$ cat src/hw/rtl/vzrd_pkg.sv
// shared types and constants for the zero-run visibility row decoder
package vzrd_pkg;

    localparam int BYTE_W     = 8;
    localparam int WORD_BYTES = 8;
    localparam int WORD_W     = BYTE_W * WORD_BYTES;
    localparam int FILL_W     = 3;
    localparam int VB_W       = 4;
    localparam int RB_W       = 10;

    localparam logic [BYTE_W-1:0] VISIBLE_BYTE = 8'hFF;
    localparam logic [BYTE_W-1:0] ESCAPE_BYTE  = 8'h00;
    localparam logic [RB_W-1:0]   ROW_BYTES_RESET = 10'd128;

    localparam logic KIND_BYTE = 1'b0;
    localparam logic KIND_FILL = 1'b1;

    typedef struct packed {
        logic              take;
        logic [BYTE_W-1:0] value;
        logic              set_clip;
    } vzrd_put_t;

endpackage

$ cat src/hw/rtl/vzrd_packer.sv
// byte packer: gathers decoded bytes into 64-bit words and tracks the row position
module vzrd_packer #(
    parameter int CNT_W = 10
) (
    input  logic                       clk,
    input  logic                       rst_n,
    input  vzrd_pkg::vzrd_put_t        put,
    input  logic [CNT_W-1:0]           row_len,
    output logic                       can_put,
    output logic [CNT_W-1:0]           row_cnt,
    output logic                       out_valid,
    input  logic                       out_ready,
    output logic [vzrd_pkg::WORD_W-1:0] packed_bytes,
    output logic [vzrd_pkg::VB_W-1:0]  valid_bytes,
    output logic                       row_last,
    output logic                       run_clipped
);

    logic [vzrd_pkg::WORD_W-1:0] word_reg, word_next;
    logic [vzrd_pkg::FILL_W-1:0] fill_reg, fill_next;
    logic [CNT_W-1:0]            cnt_reg, cnt_next;
    logic                        clip_reg, clip_next;
    logic                        out_valid_reg, out_valid_next;
    logic [vzrd_pkg::WORD_W-1:0] out_word_reg, out_word_next;
    logic [vzrd_pkg::VB_W-1:0]   out_vb_reg, out_vb_next;
    logic                        out_last_reg, out_last_next;
    logic                        out_clip_reg, out_clip_next;

    logic [vzrd_pkg::WORD_W-1:0] merged;
    logic [CNT_W-1:0]            cnt_inc;
    logic                        row_end;
    logic                        emit;

    assign can_put = !out_valid_reg || out_ready;

    always_comb
    begin
        merged  = word_reg | ({{(vzrd_pkg::WORD_W-vzrd_pkg::BYTE_W){1'b0}}, put.value}
                             << {fill_reg, 3'b000});
        cnt_inc = cnt_reg + CNT_W'(1);
        row_end = cnt_inc >= row_len;
        emit    = put.take && ((fill_reg == vzrd_pkg::FILL_W'(vzrd_pkg::WORD_BYTES - 1))
                               || row_end);

        word_next      = word_reg;
        fill_next      = fill_reg;
        cnt_next       = cnt_reg;
        clip_next      = clip_reg;
        out_word_next  = out_word_reg;
        out_vb_next    = out_vb_reg;
        out_last_next  = out_last_reg;
        out_clip_next  = out_clip_reg;
        out_valid_next = out_ready ? 1'b0 : out_valid_reg;

        if (put.set_clip)
        begin
            clip_next = 1'b1;
        end

        if (put.take)
        begin
            if (emit)
            begin
                out_valid_next = 1'b1;
                out_word_next  = merged;
                out_vb_next    = {1'b0, fill_reg} + vzrd_pkg::VB_W'(1);
                out_last_next  = row_end;
                out_clip_next  = clip_reg;
                word_next      = '0;
                fill_next      = '0;
                if (row_end)
                begin
                    cnt_next  = '0;
                    clip_next = 1'b0;
                end
                else
                begin
                    cnt_next = cnt_inc;
                end
            end
            else
            begin
                word_next = merged;
                fill_next = fill_reg + vzrd_pkg::FILL_W'(1);
                cnt_next  = cnt_inc;
            end
        end
    end

    always_ff @(posedge clk or negedge rst_n)
    begin
        if (!rst_n)
        begin
            word_reg      <= '0;
            fill_reg      <= '0;
            cnt_reg       <= '0;
            clip_reg      <= 1'b0;
            out_valid_reg <= 1'b0;
        end
        else
        begin
            word_reg      <= word_next;
            fill_reg      <= fill_next;
            cnt_reg       <= cnt_next;
            clip_reg      <= clip_next;
            out_valid_reg <= out_valid_next;
        end
    end

    always_ff @(posedge clk)
    begin
        out_word_reg <= out_word_next;
        out_vb_reg   <= out_vb_next;
        out_last_reg <= out_last_next;
        out_clip_reg <= out_clip_next;
    end

    assign row_cnt      = cnt_reg;
    assign out_valid    = out_valid_reg;
    assign packed_bytes = out_word_reg;
    assign valid_bytes  = out_vb_reg;
    assign row_last     = out_last_reg;
    assign run_clipped  = out_clip_reg;

`ifndef NO_ASSERTIONS
    // a partial word only leaves at the row end
    a_partial_only_at_end: assert property (@(posedge clk) disable iff (!rst_n)
        out_valid && !row_last |-> valid_bytes == vzrd_pkg::VB_W'(vzrd_pkg::WORD_BYTES))
        else $error("partial word without row end");

    a_vb_range: assert property (@(posedge clk) disable iff (!rst_n)
        out_valid |-> valid_bytes != '0 && valid_bytes <= vzrd_pkg::VB_W'(vzrd_pkg::WORD_BYTES))
        else $error("valid byte count out of range");

    // clip marking comes only while no byte is being packed
    a_clip_idle: assert property (@(posedge clk) disable iff (!rst_n)
        put.set_clip |-> !put.take)
        else $error("clip set during a put");
`endif

endmodule

$ cat src/hw/rtl/visibility_zero_run_decoder.sv
// top level of the zero-run visibility row decoder
//
//  channel  handshake              payload
//  in       in_valid / in_ready    kind, data_byte
//  out      out_valid / out_ready  packed_bytes, valid_bytes, row_last, run_clipped
//  cfg      cfg_wr_en              cfg_wr_data (row_bytes)
//
// an escape request only arms the count; a literal request places one byte, and a count or fill request
// places its decoded bytes one at a time, as the packer places one byte per cycle while it can take one
// requests are refused while a run or fill is being expanded
// a byte is placed only while the output register is empty or being emptied
// reset is asynchronous; row length resets to 128
module visibility_zero_run_decoder #(
    parameter int MAX_ROW_BYTES = 512
) (
    input  logic                        clk,
    input  logic                        rst_n,
    input  logic                        in_valid,
    output logic                        in_ready,
    input  logic                        kind,
    input  logic [vzrd_pkg::BYTE_W-1:0] data_byte,
    output logic                        out_valid,
    input  logic                        out_ready,
    output logic [vzrd_pkg::WORD_W-1:0] packed_bytes,
    output logic [vzrd_pkg::VB_W-1:0]   valid_bytes,
    output logic                        row_last,
    output logic                        run_clipped,
    input  logic                        cfg_wr_en,
    input  logic [vzrd_pkg::RB_W-1:0]   cfg_wr_data
);

    localparam int CNT_W = $clog2(MAX_ROW_BYTES + 1);
    localparam logic [vzrd_pkg::RB_W-1:0] MAX_LIM = vzrd_pkg::RB_W'(MAX_ROW_BYTES);

    logic [vzrd_pkg::RB_W-1:0]   row_bytes_reg, row_bytes_next;
    logic [CNT_W-1:0]            run_left_reg, run_left_next;
    logic [vzrd_pkg::BYTE_W-1:0] run_byte_reg, run_byte_next;
    logic                        await_reg, await_next;

    logic [vzrd_pkg::RB_W-1:0]   len_wide;
    logic [CNT_W-1:0]            row_len;
    logic [CNT_W-1:0]            row_cnt;
    logic [CNT_W-1:0]            remaining;
    logic [vzrd_pkg::RB_W-1:0]   remaining_wide;
    logic [vzrd_pkg::RB_W-1:0]   data_wide;
    logic                        can_put;
    logic                        accept;
    vzrd_pkg::vzrd_put_t         put;

    always_comb
    begin
        if (row_bytes_reg == '0)
        begin
            len_wide = vzrd_pkg::RB_W'(1);
        end
        else if (row_bytes_reg > MAX_LIM)
        begin
            len_wide = MAX_LIM;
        end
        else
        begin
            len_wide = row_bytes_reg;
        end
        row_len        = len_wide[CNT_W-1:0];
        remaining      = (row_cnt < row_len) ? (row_len - row_cnt) : CNT_W'(1);
        remaining_wide = vzrd_pkg::RB_W'(remaining);
        data_wide      = vzrd_pkg::RB_W'(data_byte);
    end

    assign in_ready = (run_left_reg == '0);
    assign accept   = in_valid && in_ready;

    always_comb
    begin
        row_bytes_next = cfg_wr_en ? cfg_wr_data : row_bytes_reg;
        run_left_next  = run_left_reg;
        run_byte_next  = run_byte_reg;
        await_next     = await_reg;
        put.take       = (run_left_reg != '0) && can_put;
        put.value      = run_byte_reg;
        put.set_clip   = 1'b0;

        if (put.take)
        begin
            run_left_next = run_left_reg - CNT_W'(1);
        end

        if (accept)
        begin
            if (kind == vzrd_pkg::KIND_FILL)
            begin
                await_next    = 1'b0;
                run_left_next = remaining;
                run_byte_next = vzrd_pkg::VISIBLE_BYTE;
            end
            else if (await_reg)
            begin
                await_next    = 1'b0;
                run_byte_next = vzrd_pkg::ESCAPE_BYTE;
                if (data_wide > remaining_wide)
                begin
                    put.set_clip  = 1'b1;
                    run_left_next = remaining;
                end
                else
                begin
                    run_left_next = data_wide[CNT_W-1:0];
                end
            end
            else if (data_byte == vzrd_pkg::ESCAPE_BYTE)
            begin
                await_next = 1'b1;
            end
            else
            begin
                run_left_next = CNT_W'(1);
                run_byte_next = data_byte;
            end
        end
    end

    always_ff @(posedge clk or negedge rst_n)
    begin
        if (!rst_n)
        begin
            row_bytes_reg <= vzrd_pkg::ROW_BYTES_RESET;
            run_left_reg  <= '0;
            await_reg     <= 1'b0;
        end
        else
        begin
            row_bytes_reg <= row_bytes_next;
            run_left_reg  <= run_left_next;
            await_reg     <= await_next;
        end
    end

    always_ff @(posedge clk)
    begin
        run_byte_reg <= run_byte_next;
    end

    vzrd_packer #(
        .CNT_W (CNT_W)
    ) u_packer (
        .clk          (clk),
        .rst_n        (rst_n),
        .put          (put),
        .row_len      (row_len),
        .can_put      (can_put),
        .row_cnt      (row_cnt),
        .out_valid    (out_valid),
        .out_ready    (out_ready),
        .packed_bytes (packed_bytes),
        .valid_bytes  (valid_bytes),
        .row_last     (row_last),
        .run_clipped  (run_clipped)
    );

`ifndef NO_ASSERTIONS
    // a fill request always expands to at least one byte
    a_fill_busy: assert property (@(posedge clk) disable iff (!rst_n)
        accept && kind == vzrd_pkg::KIND_FILL |=> !in_ready)
        else $error("fill request produced no bytes");

    // the row position stays inside the largest row
    a_row_cnt_bound: assert property (@(posedge clk) disable iff (!rst_n)
        row_cnt < CNT_W'(MAX_ROW_BYTES))
        else $error("row position past maximum row");

    // an escape byte leaves the block ready for its count
    a_escape_ready: assert property (@(posedge clk) disable iff (!rst_n)
        accept && kind == vzrd_pkg::KIND_BYTE && !await_reg
            && data_byte == vzrd_pkg::ESCAPE_BYTE |=> in_ready && await_reg)
        else $error("escape not held for count");
`endif

endmodule
$ cat config.mk
export PLATFORM = sky130hd
export DESIGN_NAME = visibility_zero_run_decoder
export DESIGN_NICKNAME = d
export VERILOG_FILES = /design/src/hw/rtl/vzrd_pkg.sv /design/src/hw/rtl/vzrd_packer.sv /design/src/hw/rtl/visibility_zero_run_decoder.sv
export SDC_FILE = /design/constraint.sdc
export NUM_CORES = 1
export LEC_CHECK = 0
export BUFFER_PORTS_ARGS = -buffer_cell sky130_fd_sc_hd__clkbuf_2
export CORE_MARGIN = 2
export CORE_UTILIZATION = 30
export CTS_BUF_LIST = sky130_fd_sc_hd__clkbuf_8
export DETAILED_ROUTE_END_ITERATION = 16
export PLACE_DENSITY = 0.46
export SLEW_MARGIN = 5
export SYNTH_ARGS = -nofsm -noshare
export SYNTH_HDL_FRONTEND = slang
export SYNTH_SLANG_ARGS = --single-unit
$ cat constraint.sdc
create_clock -name clk -period 8.1 [get_ports clk]
set_input_delay 0.405 -clock clk [delete_from_list [all_inputs] [get_ports clk]]
set_output_delay 0.405 -clock clk [all_outputs]
set_load 0.005 [all_outputs]
---- Word level (Yosys, flattened, before mapping) ----
Index checks and enable logic that the tools add are counted.
word-level totals
  bits in latches ......................... 0
  memories ................................ 0
  RAM bits ................................ 0
  flip-flop bits (word level) ............. 178
  bits in read-only memories .............. 0
  word-level logic and storage cells ...... 67
operators by class
  div/mod/pow operators ................... 0
  multiply operators ...................... 0
  muxes and demuxes ....................... 29
  equal/unequal tests ..................... 2
  bitwise operators ....................... 1
  $lt $le $gt $ge ......................... 4
  $add $sub $neg .......................... 5
  shift-type cells ........................ 1
  reduce and logical (&&, ||, !) cells .... 12
operators with widths
  kind                                                number
  two-way mux 10 bit                                  11
  two-way mux 64 bit                                  1
  OR 64 bit                                           1
  << shifter 8 x 6 -> 64 bit                          1
  logical NOT 10 bit                                  2
  two-way mux 8 bit                                   2
  two-way mux 1 bit                                   14
  adder 10 x 1 -> 10 bit, second input constant       1
  >= comparator 10 bit                                1
  > comparator 10 bit, second input constant          1
  > comparator 8 x 10 -> 1 bit                        1
  less-than comparator 10 bit                         1
  nonzero test 10 bit                                 1
  subtractor 10 x 1 -> 10 bit, second input constant  1
  subtractor 10 bit                                   1
  logical NOT 8 bit                                   1
  adder 3 x 1 -> 4 bit, second input constant         1
  AND reduction 2 bit                                 2
  adder 3 x 1 -> 3 bit, second input constant         1
  == test 3 bit, second input constant                1
  logical AND 1 bit                                   3
  two-way mux 3 bit                                   1
  inequality test 3 bit, second input constant        1
  logical OR 1 bit                                    2
  logical NOT 1 bit                                   1

---- Longest topological paths before layout ----
Gate-level depths: netlist of run 1.
  depth in word-level cells ............... 14
  depth in mapped cells ................... 21
  gate-level depth less buffers ........... 20

---- Modules after synthesis ----
Synthesis of run 1 repeated with hierarchy kept, for this count alone.
second synthesis, totals
  cells, all modules ...................... 749
  area total of the unflattened synthesis .. 8,400.6 µm²
modules (own cells, without submodules)
  module                       area each (µm²)  instances  cells an instance  seq. area each (µm²)
  vzrd_packer                  6,052.1          1          495                4,078.9
  visibility_zero_run_decoder  2,348.5          1          254                767.0

---- Worst setup path after synthesis of run 1 ----
OpenSTA, ideal clock, no wires.
  path kind ............................... reg2reg
  start ................................... register u_packer.cnt_reg[2], in the netlist u_packer.row_cnt[2]
  end ..................................... register u_packer.out_word_reg, in the netlist u_packer.packed_bytes[0] (enable)
  data arrival time ....................... 4.253 ns
  library setup time ...................... 0.462 ns
  path buffers ............................ 1
  clock period less this slack ............ 4.715 ns
  path slack .............................. 3.385 ns
  data required time ...................... 7.638 ns
  cell stages (with the launch flop) ...... 11
  cell sequence ........................... dfrtp_1 and3_1 and3_1 and3_1 xnor2_1 ha_1 o211a_1 a221oi_1 o21ai_0 o21a_1 clkbuf_1
on the way
  cells in the longest elaborated chain, start to end .. 5
RTL lines
  what                                  line                text
  start: declaration                    vzrd_packer.sv:21   logic [CNT_W-1:0] cnt_reg, cnt_next;
  start signal: assignment              vzrd_packer.sv:104  cnt_reg <= cnt_next;
  adder 10 x 1 -> 10 bit                vzrd_packer.sv:40   cnt_inc = cnt_reg + CNT_W'(1);
  >= comparator 10 bit                  vzrd_packer.sv:41   row_end = cnt_inc >= row_len;
  logical OR 1 bit                      vzrd_packer.sv:43   || row_end);
  logical AND 1 bit                     vzrd_packer.sv:42   emit = put.take && ((fill_reg == vzrd_pkg::FILL_W'(vzrd_pkg::WORD_BYTES - 1))
  AND reduction 2 bit (no source line)  n/a
  end signal: assignment                vzrd_packer.sv:112  out_word_reg <= out_word_next;
  end: declaration                      vzrd_packer.sv:24   logic [vzrd_pkg::WORD_W-1:0] out_word_reg, out_word_next;
Every way passes these cells.
A chain may end at the register's enable or synchronous reset.

---- Worst setup path after layout of run 1 ----
  start ................................... register row_bytes_reg[5] (netlist bit)
  end ..................................... register run_left_reg[2]
on the way
  cells in the longest elaborated chain, start to end .. 10
RTL lines
  what                                                              line                                text
  start: declaration                                                visibility_zero_run_decoder.sv:35   logic [vzrd_pkg::RB_W-1:0] row_bytes_reg, row_bytes_next;
  start signal: assignment                                          visibility_zero_run_decoder.sv:126  row_bytes_reg <= vzrd_pkg::ROW_BYTES_RESET;
  start signal: assignment                                          visibility_zero_run_decoder.sv:132  row_bytes_reg <= row_bytes_next;
  > comparator 10 bit                                               visibility_zero_run_decoder.sv:56   else if (row_bytes_reg > MAX_LIM)
  two-way mux 10 bit                                                visibility_zero_run_decoder.sv:56
  two-way mux 10 bit *                                              visibility_zero_run_decoder.sv:52   if (row_bytes_reg == '0)
  subtractor 10 bit or less-than comparator 10 bit (tied branches)  visibility_zero_run_decoder.sv:65   remaining = (row_cnt < row_len) ? (row_len - row_cnt) : CNT_W'(1);
  two-way mux 10 bit *                                              visibility_zero_run_decoder.sv:65
  > comparator 8 x 10 -> 1 bit                                      visibility_zero_run_decoder.sv:100  if (data_wide > remaining_wide)
  two-way mux 10 bit                                                visibility_zero_run_decoder.sv:100
  two-way mux 10 bit                                                visibility_zero_run_decoder.sv:96   else if (await_reg)
  two-way mux 10 bit *                                              visibility_zero_run_decoder.sv:90   if (kind == vzrd_pkg::KIND_FILL)
  two-way mux 10 bit *                                              visibility_zero_run_decoder.sv:88   if (accept)
  named net run_left_next[2]                                        visibility_zero_run_decoder.sv:36   logic [CNT_W-1:0] run_left_reg, run_left_next;
  end signal: assignment                                            visibility_zero_run_decoder.sv:133  run_left_reg <= run_left_next;
  end: declaration                                                  visibility_zero_run_decoder.sv:36
The timed path passes the listed nets; every way through them passes the cells marked *.

==> flow_metrics.env, run 1 <==
export IMPL_pin_count=96
export IMPL_final_setup_viol_count=0
export IMPL_drt_pass1_iterations=6
export IMPL_cp_cell_sequence="nor4_1 -> a21oi_1 -> nor2_1 -> inv_1 -> ha_1 -> fa_1 -> nand2b_1 -> a211oi_1 -> o211ai_1 -> a221oi_1 -> buf_4 -> and2_1 -> inv_1 -> ha_1 -> and4_1 -> o2bb2ai_1 -> a31oi_1 -> and2_1 -> nand3_1 -> a31oi_2 -> a221o_1"
export IMPL_period_needed_ns=4.94
export IMPL_power_density_mw_per_mm2=370
export IMPL_die_w_um=170
export IMPL_drv_slew=0
export IMPL_design_area_mm2=0.00947
export IMPL_worstPathRequired_ns=8.49
export IMPL_critical_path_slowest_cell="dfrtp_1"
export IMPL_yosysTopAreaCell="dfrtp_1"
export IMPL_die_area_mm2=0.0288
export IMPL_wl_mm=19.6
export IMPL_timing_fmax_mhz=202
export IMPL_relSlewSlack_pct=34.7
export IMPL_yosys_top_cells_area="dfrtp_1 30%, edfxtp_1 28%, a21o_1 7.0%"
export IMPL_grt_first_pass_wirelength_mm=31.6
export IMPL_synth_edf_count=78
export IMPL_synth_avg_cell_area_um2=11.3
export IMPL_grt_max_degree=77
export IMPL_ant_nets=0
export IMPL_cts_root_buf="clkbuf_8"
export IMPL_rsz0062_at_grt="no"
export IMPL_grtUsageTotal_pct=14.1
export IMPL_cts_setup_buffers=0
export IMPL_overflow=0
export IMPL_max_cap_violations=0
export IMPL_crit_path_start_kind="flop"
export IMPL_utilization_pct=35.1
export IMPL_synthCells=730
export IMPL_io_buffers=95
export IMPL_fin_crit_sh_pct=61.0
export IMPL_skew_ns=0.0245
export IMPL_postCtsHoldBufs=1
export IMPL_diodes=0
export IMPL_final_cell_mix="99 x dfrtp_1, 94 x clkbuf_2, 80 x nor2_1, 78 x edfxtp_1, 77 x a21o_1"
export IMPL_path_delay_family="compound AO/OA/AOI/OAI gates"
export IMPL_fin_nets=863
export IMPL_cp_max_fo=13
export IMPL_ys_warn_count=0
export IMPL_htreeDepth=4
export IMPL_drcViolationCount=0
export IMPL_max_stage_delay_ns=0.42
export IMPL_drtIter0Drc=423
export IMPL_tns_ns=0
export IMPL_start_util_pct=30.6
export IMPL_num_vias=5596
export IMPL_synth_ff_type="dfrtp_1"
export IMPL_postCtsResizedCells=0
export IMPL_cts_max_path_buffers=2
export IMPL_path_buf_inv=3
export IMPL_hpwl_mm=13.5
export IMPL_core_mm2=0.0270
export IMPL_vdd_drop_max_mv=0.126
export IMPL_gp_congestion=0.813
export IMPL_outcome="finished clean"
export IMPL_synth_seq_cells=178
export IMPL_final_common_cell="dfrtp_1"
export IMPL_synth_top_area_share_pct=30.1
export IMPL_seq_area_frac_synth_pct=58.8
export IMPL_async_flop_share_pct=56.2
export IMPL_clkTransAtPathRegs_ns=0.12
export IMPL_antenna_found_initial=0
export IMPL_dieHeight_um=170
export IMPL_critPathCaptureType="flop"
export IMPL_wl_per_cell_um=16.9
export IMPL_leakagePower_nw=4.48
export IMPL_synthDistinctLibCells=59
export IMPL_critPathKind="flop to flop"
export IMPL_synth_nets=788
export IMPL_grt_pass1_vias=5634
export IMPL_dpl_cell_area_mm2=0.00903
export IMPL_clock_latency_ns=0.47
export IMPL_worst_pin_slew_ns=0.977
export IMPL_cts_tree="done"
export IMPL_hold_violations=0
export IMPL_drive_above_1_share_pct=19.1
export IMPL_netlist_area_mm2=0.00824
export IMPL_crit_arrival_ns=5.34
export IMPL_rows=60
export IMPL_cts_buffers=17
export IMPL_viasPerCell=4.83
export IMPL_area_growth_pct=14.9
export IMPL_hold_class="input pin to flop"
export IMPL_timing_hold_ws_ns=0.150
export IMPL_clock_sinks=178
## cell usage after synthesis (3+ instances only)
library cell and instances:
a21o_1 77, a21oi_1 75, a221o_1 6, a22o_1 3, and2_1 21, and3_1 6, clkbuf_1 42, dfrtp_1 99
edfxtp_1 78, ha_1 33, inv_1 32, mux2_2 10, nand2_1 34, nand2b_1 6, nand3_1 7, nor2_1 80
nor2b_1 13, nor3_1 5, nor4_1 4, o21a_1 5, o21ai_0 19, o22ai_1 6, or4_1 3, xnor2_1 18
xor2_1 4
## worst register-to-register path: stages (launching register included)
cell and delay (ns):
dfrtp_1 0.42, nor4_1 0.34, a21oi_1 0.11, nor2_1 0.14, inv_1 0.06, ha_1 0.23
fa_1 0.41, nand2b_1 0.17, a211oi_1 0.35, o211ai_1 0.15, a221oi_1 0.30, buf_4 0.23
and2_1 0.16, inv_1 0.05, ha_1 0.28, and4_1 0.22, o2bb2ai_1 0.13, a31oi_1 0.25
and2_1 0.20, nand3_1 0.12, a31oi_2 0.36, a221o_1 0.22
## metal layers
metal | wire (um) | track usage (%) | vias to the layer above
li1 | - | - | 2726
met1 | 9870 | 20.2 | 2742
met2 | 8840 | 22.2 | 120
met3 | 804 | 2.82 | 8
met4 | 133 | 2.71 | 0
met5 | 0 | 0 | -
## path summary, 6_finish.rpt
check	startpoint	end	slack [ns]	cells after the start
worst min register to register	u_packer.clip_reg$_DFF_PN0_	u_packer.run_clipped$_DFFE_PP_	0.47	0
worst min-delay path	cfg_wr_data[9]	row_bytes_reg[9]$_DFFE_PN0P_	0.15	3
min in group asynchronous	rst_n	row_bytes_reg[8]$_DFFE_PN0P_	0.49	2
worst max register to register	row_bytes_reg[5]$_DFFE_PN0P_	run_left_reg[2]$_DFF_PN0_	3.16	21
max in group asynchronous	rst_n	u_packer.word_reg[41]$_DFFE_PN0P_	6.41	3
worst max-delay path	row_bytes_reg[5]$_DFFE_PN0P_	run_left_reg[2]$_DFF_PN0_	3.16	21
## stage by stage
step / power [mW] / setup WS, ns / instances
after floorplan: 2.44 / 3.39 / 730
after detailed placement: 2.87 / 3.19 / 1126
after global routing: 3.79 / 2.71 / 1159
final: 3.50 / 3.16 / 1159
after global placement: 2.87 / 3.31 / 1126
after CTS: 3.55 / 3.13 / 1159
## final cells by class
type,instances,area [um2]
Clock buffer,17,234
Clock inverter,15,200
Fill cell,2740,17500
Inverter,34,128
Multi-Input combinational cell,472,3100
Sequential cell,178,4850
Tap cell,341,427
Timing Repair Buffer,102,533
## power by group
part | switching, mW | total, mW | internal [mW]
clock network | 0.395 | 0.667 | 0.272
registers | 0.184 | 1.54 | 1.35
logic | 0.760 | 1.30 | 0.539
## cell families after synthesis
family                     count (synthesis)  share of synthesized area, %
xor gates and xnor gates                  22                          2.34
adders and majority gates                 34                          5.25
DFF                                      178                          58.8
AOI/OAI and AO/OA                        213                          17.1
and+or+nand+nor                          193                          11.5
muxes                                     10                          1.37
buffers and inverters                     80                          3.67
No activity file was read; power rests on OpenSTA's default activity.
==> run 2, diff against run 1 <==
--- a/config.mk
+++ b/config.mk
@@ -10,7 +10,7 @@
 export CORE_UTILIZATION = 30
 export CTS_BUF_LIST = sky130_fd_sc_hd__clkbuf_8
 export DETAILED_ROUTE_END_ITERATION = 16
-export PLACE_DENSITY = 0.46
+export PLACE_DENSITY = 0.47
 export SLEW_MARGIN = 5
 export SYNTH_ARGS = -nofsm -noshare
 export SYNTH_HDL_FRONTEND = slang
==> constraint.sdc (replaced) <==
create_clock -name clk -period 4 [get_ports clk]
set_input_delay 0.2 -clock clk [delete_from_list [all_inputs] [get_ports clk]]
set_output_delay 0.2 -clock clk [all_outputs]
set_load 0.005 [all_outputs]
==> flow_metrics.env, run 2 (same netlist as run 1, synthesis figures left out) <==
export IMPL_viasPerCell=4.76
export IMPL_die_area_mm2=0.0288
export IMPL_vdd_drop_max_mv=0.237
export IMPL_cts_max_path_buffers=2
export IMPL_rows=60
export IMPL_clkTransAtPathRegs_ns=0.11
export IMPL_period_needed_ns=4.28
export IMPL_worst_pin_slew_ns=0.814
export IMPL_leakagePower_nw=4.76
export IMPL_antenna_found_initial=0
export IMPL_skew_ns=0.0251
export IMPL_start_util_pct=30.6
export IMPL_critical_path_slowest_cell="dfrtp_1"
export IMPL_die_w_um=170
export IMPL_power_density_mw_per_mm2=736
export IMPL_final_setup_viol_count=8
export IMPL_drv_slew=0
export IMPL_cp_max_fo=6
export IMPL_timing_hold_ws_ns=0.0639
export IMPL_worstPathRequired_ns=4.35
export IMPL_grt_pass1_vias=5690
export IMPL_failed_checks="negative setup slack"
export IMPL_htreeDepth=4
export IMPL_crit_path_start_kind="flop"
export IMPL_grt_first_pass_wirelength_mm=32.0
export IMPL_clock_sinks=178
export IMPL_drive_above_1_share_pct=27.0
export IMPL_total_power_mw=7.43
export IMPL_outcome="finished with violations"
export IMPL_cts_buffers=17
export IMPL_pin_count=96
export IMPL_overflow=0
export IMPL_critPathKind="flop to flop"
export IMPL_relSlewSlack_pct=45.5
export IMPL_drt_pass1_iterations=4
export IMPL_multi_input_area_mm2=0.00332
export IMPL_gp_congestion=0.810
export IMPL_ant_nets=0
export IMPL_path_buf_inv=3
export IMPL_drcViolationCount=0
export IMPL_num_vias=5765
export IMPL_cts_tree="done"
export IMPL_fillers=2667
export IMPL_grt_max_degree=58
export IMPL_final_cell_mix="99 x dfrtp_1, 94 x clkbuf_2, 80 x nor2_1, 78 x edfxtp_1, 77 x a21o_1"
export IMPL_grtUsageTotal_pct=14.3
export IMPL_final_common_cell="dfrtp_1"
export IMPL_hpwl_mm=14.0
export IMPL_clock_latency_ns=0.47
export IMPL_rsz0062_at_grt="yes"
export IMPL_cp_cell_sequence="nor4_4 -> a21oi_2 -> nor2_1 -> inv_1 -> ha_4 -> fa_2 -> nand2b_4 -> a211oi_2 -> o211ai_1 -> a221oi_2 -> buf_4 -> and2_4 -> inv_2 -> ha_4 -> a211o_1 -> a21oi_2 -> a31oi_4 -> and2_4 -> nand3_4 -> a31oi_4 -> a221o_1"
export IMPL_crit_arrival_ns=4.63
export IMPL_hold_class="input pin to flop"
export IMPL_fin_crit_sh_pct=107
export IMPL_dieHeight_um=170
export IMPL_wl_per_cell_um=16.7
export IMPL_seqCellArea_mm2=0.00485
export IMPL_path_delay_family="compound AO/OA/AOI/OAI gates"
export IMPL_drtIter0Drc=384
export IMPL_hold_violations=0
export IMPL_fin_nets=916
export IMPL_max_stage_delay_ns=0.42
export IMPL_core_mm2=0.0270
export IMPL_area_growth_pct=22.4
export IMPL_critPathCaptureType="flop"
export IMPL_diodes=0
export IMPL_timing_fmax_mhz=234
export IMPL_max_cap_violations=0
export IMPL_cts_root_buf="clkbuf_8"
export IMPL_wl_mm=20.2
export IMPL_worst_slack_ns=-0.280
export IMPL_io_buffers=95
## run 2: changes by cell type in the layout (fill, tap and decap cells not counted), sizes merged
cell,previous run,this run
inv,42,40
buf,7,50
bufinv,1,0
dlygate4sd3,1,11
clkinv,6,9
## run 2: layer usage
layer	vias to the layer above	track usage [%]	wire length (um)
li1	2832	-	-
met1	2807	19.9	9740
met2	114	23.1	9540
met3	12	2.89	715
met4	0	3.20	188
met5	-	0	0
## run 2: path summary, 6_finish.rpt
| check | from | end | slack, ns | cells past startpoint |
|---|---|---|---|---|
| hold / removal | data_byte[4] | run_left_reg[4]$_DFF_PN0_ | 0.06 | 2 |
| max in group asynchronous | rst_n | u_packer.word_reg[28]$_DFFE_PN0P_ | 2.82 | 3 |
| setup / recovery | row_bytes_reg[6]$_DFFE_PN0P_ | run_left_reg[2]$_DFF_PN0_ | -0.28 | 21 |
| setup reg to reg | row_bytes_reg[6]$_DFFE_PN0P_ | run_left_reg[2]$_DFF_PN0_ | -0.28 | 21 |
| min in group asynchronous | rst_n | row_bytes_reg[8]$_DFFE_PN0P_ | 0.29 | 2 |
| hold reg to reg | u_packer.clip_reg$_DFF_PN0_ | u_packer.run_clipped$_DFFE_PP_ | 0.49 | 0 |
## run 2: stage by stage
stage | area [um2] | utilization [%] | setup slack, ns | setup TNS (ns) | cells
after floorplan | 8370 | - | -0.195 | -1.33 | 730
after global placement | 9440 | 35.0 | -0.463 | -3.78 | 1163
after detailed placement | 9440 | 35.0 | -0.480 | -3.83 | 1163
after CTS | 10000 | 37.2 | -0.295 | -2.20 | 1211
after global routing | 10100 | 37.4 | -0.531 | -4.33 | 1212
final | 10100 | 37.4 | -0.280 | -2.09 | 1212
## run 2: area by class of cell
class	instances	area share (%)
clock inverter	15	1.62
sequential	178	48.0
tap	341	4.23
multi-input combinational	472	33.0
clock buffer	17	2.32
inverter	34	1.27
timing repair buffer	155	9.57
## run 2: where the power goes
group / leakage [nW] / internal (mW) / total (mW) / switching, mW
registers: 1.97 / 2.73 / 3.11 / 0.377
logic: 2.58 / 1.40 / 3.09 / 1.69
clock network: 0.204 / 0.471 / 1.22 / 0.753
## run 2: timing repair
action | CTS | global route
setup buffers | 4 | 1
pin swaps | 9 | 3
resized for setup | 11 | 8
hold buffers | 11 | 0
gates cloned | 1 | 0
endpoints found under the setup margin | 9 | 9
hold endpoints to repair | 51 | 0
==> run 3, diff against run 2 <==
==> constraint.sdc (replaced) <==
create_clock -name clk -period 3.59 [get_ports clk]
set_input_delay 0.1795 -clock clk [delete_from_list [all_inputs] [get_ports clk]]
set_output_delay 0.1795 -clock clk [all_outputs]
set_load 0.005 [all_outputs]
==> flow_metrics.env, run 3 (same netlist as run 1, synthesis figures left out) <==
export IMPL_outcome="finished with violations"
export IMPL_failed_checks="negative setup slack"
export IMPL_hold_path_depth=3
export IMPL_final_cell_mix="99 x dfrtp_1, 94 x clkbuf_2, 80 x nor2_1, 78 x edfxtp_1, 77 x a21o_1"
export IMPL_start_util_pct=30.6
export IMPL_critPathCaptureType="flop"
export IMPL_relSlewSlack_pct=36.0
export IMPL_viasPerCell=4.69
export IMPL_clkPwrFrac_pct=16.1
export IMPL_fillers=2676
export IMPL_die_w_um=170
export IMPL_io_buffers=95
export IMPL_fin_nets=948
export IMPL_hpwl_mm=14.3
export IMPL_skew_ns=0.0147
export IMPL_pre_cts_ws_ns=-0.841
export IMPL_grtUsageTotal_pct=14.6
export IMPL_worst_pin_slew_ns=0.960
export IMPL_cp_cell_sequence="nor4_2 -> a21oi_1 -> nor2_1 -> inv_1 -> ha_4 -> fa_2 -> nand2b_4 -> a211oi_4 -> o211ai_1 -> a221oi_2 -> buf_4 -> and2_4 -> inv_2 -> ha_4 -> a211o_1 -> a21oi_2 -> a31oi_4 -> and2_4 -> nand3_4 -> a31oi_4 -> a221o_1"
export IMPL_drtIter0Drc=371
export IMPL_power_density_mw_per_mm2=824
export IMPL_fin_crit_sh_pct=123
export IMPL_diodes=0
export IMPL_crit_arrival_ns=4.75
export IMPL_gp_congestion=0.788
export IMPL_cts_tree="done"
export IMPL_cts_root_buf="clkbuf_8"
export IMPL_wl_per_cell_um=16.5
export IMPL_final_setup_viol_count=9
export IMPL_placed_cells=1195
export IMPL_overflow=0
export IMPL_switchingPower_mw=3.23
export IMPL_worst_slack_ns=-0.813
export IMPL_tns_ns=-6.96
export IMPL_drcViolationCount=0
export IMPL_combPwrFrac_pct=43.8
export IMPL_critPathKind="flop to flop"
export IMPL_power_internal_mw=5.33
export IMPL_clock_sinks=178
export IMPL_num_vias=5839
export IMPL_antenna_found_initial=0
export IMPL_final_common_cell="dfrtp_1"
export IMPL_cp_max_fo=6
export IMPL_p_sw_share_pct=37.7
export IMPL_period_needed_ns=4.40
export IMPL_pin_count=96
export IMPL_hold_violations=0
export IMPL_timing_fmax_mhz=227
export IMPL_clkTransAtPathRegs_ns=0.11
export IMPL_grt_pass1_vias=5713
export IMPL_drt_pass1_iterations=6
export IMPL_wl_mm=20.6
export IMPL_fin_cells=1244
export IMPL_core_mm2=0.0270
export IMPL_die_area_mm2=0.0288
export IMPL_hold_class="input pin to flop"
export IMPL_seq_power_share_pct=40.0
export IMPL_max_cap_violations=0
export IMPL_vdd_drop_max_mv=0.233
export IMPL_grt_max_degree=68
export IMPL_cts_buffers=17
export IMPL_max_stage_delay_ns=0.41
export IMPL_utilization_pct=38.6
export IMPL_clock_latency_ns=0.45
export IMPL_grt_first_pass_wirelength_mm=32.3
export IMPL_worstPathRequired_ns=3.94
export IMPL_rsz0062_at_grt="yes"
export IMPL_drive_above_1_share_pct=29.6
export IMPL_dieHeight_um=170
export IMPL_drv_slew=0
export IMPL_cts_max_path_buffers=2
export IMPL_crit_path_start_kind="flop"
export IMPL_ant_nets=0
export IMPL_rr_worst_depth=21
export IMPL_htreeDepth=4
export IMPL_area_growth_pct=26.2
export IMPL_critical_path_slowest_cell="dfrtp_1"
export IMPL_leakagePower_nw=4.93
export IMPL_rows=60
-- run 3: cell count changes in the layout (fill, tap and decap cells not counted), moves of 2 or more --
cell	previous run	this run
inv_8	3	5
buf_12	1	4
buf_4	48	76
inv_6	4	1
-- run 3: path summary, 6_finish.rpt --
path / start / endpoint / slack, ns
worst min register to register: u_packer.word_reg[42]$_DFFE_PN0P_ / u_packer.word_reg[42]$_DFFE_PN0P_ / 0.50
worst max register to register: row_bytes_reg[4]$_DFFE_PN0P_ / run_left_reg[3]$_DFF_PN0_ / -0.81
max in group asynchronous: rst_n / u_packer.word_reg[54]$_DFFE_PN0P_ / 2.33
worst min-delay path: out_ready / u_packer.out_valid$_DFF_PN0_ / 0.05
worst max-delay path: row_bytes_reg[4]$_DFFE_PN0P_ / run_left_reg[3]$_DFF_PN0_ / -0.81
min in group asynchronous: rst_n / row_bytes_reg[8]$_DFFE_PN0P_ / 0.38
-- run 3: what timing repair did --
item                       4_1_cts  5_1_grt
pin swaps                       12       19
gates resized for setup         10       12
hold endpoints to repair        74        0
gates cloned                     1        0
setup buffers                    3        3
hold buffers                    11        0
setup endpoints to repair        9        9
-- run 3: power by group through the flow --
stage | Clock, mW | Sequential [mW] | Combinational (mW)
finish | 1.38 | 3.43 | 3.76
CTS | 1.43 | 3.43 | 3.69
global route | 1.51 | 3.51 | 4.20
floorplan | 0 | 3.43 | 2.18
detailed placement | 0 | 3.48 | 3.60
global placement | 0 | 3.47 | 3.60
-- run 3: metrics by stage --
stage                     instance area [um2]  power, mW  hold WS, ns
after global routing                    10400       9.22       0.0302
after detailed placement                 9720       7.08        0.389
final                                   10400       8.57       0.0495
after CTS                               10300       8.56       0.0164
after floorplan                          8370       5.61       -0.116
after global placement                   9720       7.07        0.376
-- run 3: area by class of cell --
cell class	count	area (um2)	share of cell area [%]
Tap cell	341	427	4.10
Timing Repair Buffer	187	1250	12.0
Multi-Input combinational cell	472	3350	32.2
Sequential cell	178	4850	46.6
Clock buffer	17	234	2.25
Clock inverter	15	169	1.62
Inverter	34	128	1.23
-- run 3: metal layers --
layer / track usage (%) / share of wire, % / wire length [um]
met2: 23.2 / 47 / 9660
met1: 20.7 / 48 / 9960
met4: 3.53 / 1.1 / 228
met3: 2.54 / 3.4 / 705
met5: 0 / 0 / 0
-- run 3: worst max-delay path, delay by kind of cell, from the launching register on --
kind / cells / cell delay (ns)
AOI/OAI and AO/OA: 9 / 1.82
and+or+nand+nor: 6 / 1.00
adders and majority gates: 3 / 0.76
DFF: 1 / 0.41
buffers and inverters: 3 / 0.31
